==> src/hw/rtl/spt_pkg.sv <==
// Shared types and constants for the signal persistence track table.
`timescale 1ns / 1ps
`default_nettype none
package spt_pkg;

  // Input item
  typedef struct packed {
    logic               cmd;
    logic        [32:0] freq_hz;
    logic signed [15:0] power;
  } in_item_t;

  // Result item
  typedef struct packed {
    logic               kind;
    logic        [1:0]  status;
    logic        [5:0]  slot;
    logic        [15:0] hit_count;
    logic        [32:0] freq_out;
    logic signed [15:0] power_out;
    logic        [2:0]  rank;
    logic        [6:0]  active_count;
    logic        [6:0]  persistent_count;
    logic        [2:0]  activity_level;
    logic               last;
  } out_item_t;

  // One table entry as held by a cell
  typedef struct packed {
    logic        valid;
    logic        seen;
    logic        active;
    logic [32:0] key;
    logic [15:0] power;
    logic [15:0] hits;
    logic [7:0]  misses;
  } entry_t;

  // Commands and result codes
  localparam logic CMD_DETECT = 1'b0;
  localparam logic CMD_SCAN   = 1'b1;

  localparam logic KIND_ACK    = 1'b0;
  localparam logic KIND_REPORT = 1'b1;

  localparam logic [1:0] ST_UPDATED  = 2'd0;
  localparam logic [1:0] ST_INSERTED = 2'd1;
  localparam logic [1:0] ST_DROPPED  = 2'd2;
  localparam logic [1:0] ST_ENTRY    = 2'd0;
  localparam logic [1:0] ST_NONE     = 2'd1;

  // Register indexes
  localparam logic [1:0] REG_THRESHOLD = 2'd0;
  localparam logic [1:0] REG_PRUNE     = 2'd1;
  localparam logic [1:0] REG_REPORT    = 2'd2;

  // Register reset values
  localparam logic [7:0] THRESHOLD_RESET = 8'd3;
  localparam logic [7:0] PRUNE_RESET     = 8'd10;
  localparam logic [3:0] REPORT_RESET    = 4'd5;

  // Activity level bounds
  localparam int unsigned LEVEL_LIGHT    = 10;
  localparam int unsigned LEVEL_MODERATE = 30;
  localparam int unsigned LEVEL_HIGH     = 60;

  localparam logic [2:0] LVL_NONE     = 3'd0;
  localparam logic [2:0] LVL_LIGHT    = 3'd1;
  localparam logic [2:0] LVL_MODERATE = 3'd2;
  localparam logic [2:0] LVL_HIGH     = 3'd3;
  localparam logic [2:0] LVL_HEAVY    = 3'd4;

endpackage
`default_nettype wire

==> src/hw/rtl/spt_cell.sv <==
// One table cell: holds an entry, shifts toward the head, takes direct inserts.
`timescale 1ns / 1ps
`default_nettype none
module spt_cell (
  input  wire logic            clk_i,
  input  wire logic            rst_ni,
  input  wire logic            shift_i,
  input  wire spt_pkg::entry_t shift_in_i,
  input  wire logic            wr_i,
  input  wire spt_pkg::entry_t wr_data_i,
  output spt_pkg::entry_t      entry_o
);
  import spt_pkg::*;

  entry_t entry_q;
  entry_t entry_d;

  // Next contents
  always_comb begin
    entry_d = entry_q;
    if (shift_i) begin
      entry_d = shift_in_i;
    end else if (wr_i) begin
      entry_d = wr_data_i;
    end
  end

  // Entry register, cleared at reset
  always_ff @(posedge clk_i or negedge rst_ni) begin
    if (!rst_ni) begin
      entry_q <= '0;
    end else begin
      entry_q <= entry_d;
    end
  end

  assign entry_o = entry_q;

endmodule
`default_nettype wire

==> config.mk <==
export PLATFORM = sky130hd
export DESIGN_NAME = spt_cell
export DESIGN_NICKNAME = d
export VERILOG_FILES = /design/src/hw/rtl/spt_pkg.sv /design/src/hw/rtl/spt_cell.sv
export SDC_FILE = /design/constraint.sdc
export NUM_CORES = 1
export LEC_CHECK = 0
export CAP_MARGIN = 20
export CORE_MARGIN = 5
export CORE_UTILIZATION = 40
export DETAILED_ROUTE_END_ITERATION = 16
export DONT_BUFFER_PORTS = 1
export PLACE_DENSITY = 0.54
export SLEW_MARGIN = 20
export SYNTH_ARGS = -nofsm -noshare
export SYNTH_HDL_FRONTEND = slang
export SYNTH_SLANG_ARGS = --single-unit
==> constraint.sdc <==
create_clock -name clk_i -period 2.1 [get_ports clk_i]
set_clock_uncertainty 0.2 [all_clocks]
set_input_delay 0.42 -clock clk_i [delete_from_list [all_inputs] [get_ports clk_i]]
set_output_delay 0.42 -clock clk_i [all_outputs]
set_load 0.02 [all_outputs]
==> flow_metrics.tcl, run 1 <==
set metrics [dict create \
    cts-root-buf "clkbuf_8" \
    tightest_slew_ns 0.279 \
    cts.sinks 76 \
    async_flop_share_pct 100 \
    r2r_start "entry_o[19]" \
    ioPinCount 232 \
    yosysUniqueCellTypes 9 \
    drive_gt1_share_pct 4.06 \
    finalInstanceArea_um2 4440 \
    final.setup.worst_slack_ns 0.460 \
    maxCapViolCount 0 \
    hold_viol_final 76 \
    cts_resized 0 \
    portBuffers 0 \
    postCtsSetupBuffers 0 \
    initial_utilization_pct 40.7 \
    finalCriticalPeriod_ns 1.64 \
    syn-mean-instance-area_um2 10.7 \
    hold_ws_ns -0.439 \
    grt_pass1_vias 2976 \
    core_um2 8680 \
    worst-path-buf-inv 2 \
    antennaDiodeCount 0 \
    insertion_delay_ns 0.33 \
    synth_warnings 0 \
    drv_slew 0 \
    setup_viol 0 \
    violations "negative hold slack" \
    syn_nets 486 \
    cp-start-kind "input pin" \
    finish.utilization_pct 51.1 \
    critPathTopFamily "buffers and inverters" \
    htree_levels 3 \
    worst-endpoint-required_ns 2.12 \
    worst_path_max_delay_cell "dlygate4sd3_1" \
    cts_max_path_buffers 2 \
    min-delay-path-class "in -> async" \
    synth_edf_count 0 \
    synth_area_leader_cell "dfrtp_1" \
    slew_headroom_pct 81.4 \
    reg2reg_depth 3 \
    ant_nets 0 \
    crit_fanout 1 \
    synthTopCellsByArea "dfrtp_1 54%, mux2i_1 22%, nand2_1 8.1%" \
    finalSetupTns_ns 0 \
    pre_cts_ws_ns 1.02 \
    yosysTopAreaCellShare_pct 53.8 \
    largest_reg_flops 76 \
    drt_iter0_drc 127 \
    synthTopCellsByCount "76 x dfrtp_1, 76 x mux2i_1, 76 x nand2_1" \
    rsz0062_at_grt "false" \
    ys_dominant_reg_cell "dfrtp_1" \
    status "finished with violations" \
    grt.overflow.total 0 \
    period_share_pct 78.1 \
    clkSlewWorstSetupHoldPaths_ns 0.08 \
    hpwl_um 5790 \
    cp-end-kind "register" \
    postPlaceCellArea_um2 3460 \
    routed_wl_um 9810 \
    cp.arrival_ns 1.66 \
    synth-seq-cells 76 \
    globalplace.congestion 0.706 \
    fp.dieW_um 104 \
    criticalPathCategory "in -> reg" \
    p_per_area_nw_per_um2 782 \
    avgViaCountPerCell 5.30 \
    area_growth_pct 25.6 \
    fill_cells 772 \
    first_pass_iters 6 \
    synth_area_um2 3530 \
    antenna_found_initial 0 \
    yosysSeqAreaShare_pct 53.8 \
    slowest_delay_ns 0.55 \
    via_count 2662 \
    wire_per_inst_um 19.5 \
    max_clock_freq_mhz 610 \
    row_count 34 \
    die_area_um2 10800 \
    grt_usage_pct 18.2 \
    multi_input_area_um2 1430 \
    cts_tree "done" \
    grt_max_degree 79 \
    regArea_um2 1900 \
    drcViolationCount 0 \
    die_y_um 104 \
    reg2reg_slack_ns 0.51 \
    cp-startpoint "shift_in_i[42]" \
    power.leakage_nw 2.05 \
    grt_pass1_wl_um 15900 \
    layout.nets 545 \
    cpMostUsedCell "dlygate4sd3_1" \
    ir_drop_v 0.000288 \
    hold_buffers 72 \
    cts_buffers 9 \
    synthCells 330 \
    rr_endpoint "entry_o[19]" \
    crit_chain "dlygate4sd3_1, nand2_1, dlygate4sd3_1, o21ai_0" \
]
[worst register-to-register path, cell delays in order, from the launching register on]
cell	delay [ns]
dfrtp_1	0.47
mux2i_1	0.17
o21ai_1	0.07
dlygate4sd3_1	0.56
[metal layers]
metal	share of wire [%]	GRT usage [%]
met1	37	19.8
met2	52	31.3
met3	10	7.76
met5	0	0
met4	1.8	6.66
[cells by family after synthesis]
group                  count (synthesis)  synth area share (%)
multiplexers                          76                  21.5
flip-flops                            76                  53.8
buffers and inverters                 26                  5.84
AO/OA/AOI/OAI                         76                  10.8
AND/OR/NAND/NOR                       76                  8.07
[power by group]
group          switching, mW  leakage, nW  internal [mW]
combinational          0.132         1.03          0.243
sequential             0.277        0.917           1.60
clock                  0.552        0.102          0.670
[stage by stage]
step           std cells  power (mW)
2_1_floorplan        330        2.14
3_3_place_gp         412        2.11
3_5_place_dp         412        2.12
4_1_cts              500        3.51
5_1_grt              502        3.65
6_report             502        3.47
[final cells by class]
cell class	instances	share of cell area (%)
well taps	108	3.04
multi-input cells	228	32.1
flip-flops and latches	76	42.9
repair buffers	74	17.1
clock inverters	6	2.00
clock buffers	10	2.88
[layout by cell type, fill, tap and decap left out, drive strengths merged]
| master | netlist | routed |
|---|---|---|
| dlygate4sd3 | 0 | 73 |
| o21ai | 76 | 76 |
| buf | 19 | 1 |
| bufinv | 0 | 2 |
| clkbuf | 7 | 10 |
| clkinv | 0 | 2 |
| mux2i | 76 | 76 |
| dfrtp | 76 | 76 |
| nand2 | 76 | 76 |
| clkinvlp | 0 | 2 |
[worst max-delay path by stage]
| stage | to | cells after the start | slack [ns] |
|---|---|---|---|
| after floorplan | entry_o[10] | 5 | 0.73 |
| after global placement | entry_o[34] | 0 | 1.00 |
| after detailed placement | entry_o[34] | 0 | 1.02 |
| after CTS | entry_o[75] | 4 | 0.50 |
| after global routing | entry_o[5] | 3 | 0.42 |
| final | entry_o[42] | 4 | 0.46 |
No activity file was read; power rests on OpenSTA's default activity.
==> run 2: changes to the inputs <==
==> constraint.sdc (replaced) <==
create_clock -name clk_i -period 1.6 [get_ports clk_i]
set_clock_uncertainty 0.2 [all_clocks]
set_input_delay 0.32 -clock clk_i [delete_from_list [all_inputs] [get_ports clk_i]]
set_output_delay 0.32 -clock clk_i [all_outputs]
set_load 0.02 [all_outputs]
==> run 2 against run 1 <==
Against the previous run: the run still ends with negative hold slack left; non-clock buffer count is 22 higher; hold slack got worse by 0.093 ns; via count increased by 4.8%; critical endpoint is now entry_o[15]; largest power group unchanged.
==> flow_metrics.tcl, run 2 (synthesized netlist as in run 1, its figures left out) <==
set metrics [dict create \
    maxCapViolCount 0 \
    antenna_found_initial 0 \
    fill_cells 726 \
    p_per_area_nw_per_um2 982 \
    area_growth_pct 33.8 \
    cp-startpoint "entry_o[15]" \
    avgViaCountPerCell 5.34 \
    regArea_um2 1970 \
    cp.arrival_ns 1.62 \
    grt.overflow.total 0 \
    die_area_um2 10800 \
    reg2reg_slack_ns 0.001 \
    slew_headroom_pct 81.1 \
    status "finished with violations" \
    wire_per_inst_um 19.0 \
    drive_gt1_share_pct 16.7 \
    hold_ws_ns -0.533 \
    final_cell_mix "91 x dlygate4sd3_1, 76 x mux2i_1, 76 x nand2_1" \
    r2r_start "entry_o[15]" \
    clkSlewWorstSetupHoldPaths_ns 0.08 \
    grt_max_degree 106 \
    antennaDiodeCount 0 \
    cp-end-kind "register" \
    rr_endpoint "entry_o[15]" \
    via_count 2789 \
    criticalPathCategory "reg -> reg" \
    cts.sinks 76 \
    power.leakage_nw 2.12 \
    first_pass_iters 4 \
    layout.nets 567 \
    core_um2 8680 \
    finalCriticalPeriod_ns 1.60 \
    max_clock_freq_mhz 626 \
    placedCellCount 412 \
    row_count 34 \
    min-delay-path-class "in -> async" \
    drv_slew 0 \
    ant_nets 0 \
    final_common_cell "dlygate4sd3_1" \
    tightest_slew_ns 0.283 \
    setup_viol 0 \
    htree_levels 3 \
    initial_utilization_pct 40.7 \
    hpwl_um 5710 \
    cts-root-buf "clkbuf_8" \
    routed_wl_um 9940 \
    grt_pass1_vias 3062 \
    finalInstanceArea_um2 4730 \
    die_y_um 104 \
    portBuffers 0 \
    ir_drop_v 0.000445 \
    crit_end "entry_o[15]" \
    multi_input_area_um2 1430 \
    ioPinCount 232 \
    fp.dieW_um 104 \
    drcViolationCount 0 \
    period_share_pct 99.9 \
    insertion_delay_ns 0.33 \
    hold_viol_final 84 \
    drt_iter0_drc 160 \
    cts_tree "done" \
    cts_buffers 9 \
    globalplace.congestion 0.686 \
    grt_usage_pct 17.7 \
    postCtsSetupBuffers 0 \
    violations "negative hold slack" \
    instances_no_fill 522 \
    largest_reg_flops 76 \
    worst-endpoint-required_ns 1.62 \
    postPlaceCellArea_um2 3460 \
    cts_max_path_buffers 2 \
    cp-start-kind "register" \
    reg2reg_depth 3 \
    grt_pass1_wl_um 15700 \
    crit_fanout 2 \
]
run 2: cell count changes in the layout (fill, tap and decap cells not counted), sizes merged:
cell,delta
buf,+1
dlygate4sd3,+18
dlymetal6s4s,+3
clkinv,-2
run 2: stage by stage:
step	hold WS, ns	util (%)	TNS [ns]	power [mW]	setup WS (ns)
2_1_floorplan	-0.176	-	0	2.81	0.327
5_1_grt	-0.578	54.5	-0.0460	4.90	-0.0169
4_1_cts	-0.559	53.9	0	4.68	0.00995
6_report	-0.533	54.5	0	4.64	0.00135
3_3_place_gp	-0.174	39.9	0	2.77	0.568
3_5_place_dp	-0.174	39.9	0	2.78	0.543
run 2: layout make-up:
cell class,instances,area share [%]
clock inverter,4,1.59
tap,108,2.86
sequential,76,41.6
clock buffer,10,2.91
timing repair buffer,96,20.9
multi-input combinational,228,30.2
run 2: how the worst min path moves through the flow:
stage	slack (ns)	startpoint	to	depth (start not counted)
4_1_cts	-0.56	rst_ni	entry_o[10]	0
3_5_place_dp	-0.17	rst_ni	entry_o[10]	0
5_1_grt	-0.58	rst_ni	entry_o[65]	0
3_3_place_gp	-0.17	rst_ni	entry_o[10]	0
6_report	-0.53	rst_ni	entry_o[19]	0
2_1_floorplan	-0.18	rst_ni	entry_o[0]	0
run 2: power breakdown:
group	switching [mW]	internal, mW	total, mW	leakage [nW]
Sequential	0.367	2.12	2.49	0.858
Combinational	0.194	0.385	0.580	1.17
Clock	0.670	0.904	1.57	0.100
Total	1.23	3.41	4.64	2.12
run 2: timing repair:
item | 4_1_cts | 5_1_grt
gates resized for setup | 0 | 71
setup endpoints to repair | 0 | 53
endpoints found under the hold margin | 152 | 93
hold buffers | 99 | 19
run 2: metal layers:
metal | global-route usage (%) | share of wire, %
met4 | 6.29 | 2.1
met5 | 0 | 0
met1 | 19.4 | 37
met3 | 8.13 | 10
met2 | 30.0 | 50
run 2: worst max-delay path: stages, from the launching register on:
cell and delay (ns):
dfrtp_2 0.47, mux2i_1 0.18, o21ai_1 0.08, dlygate4sd3_1 0.56
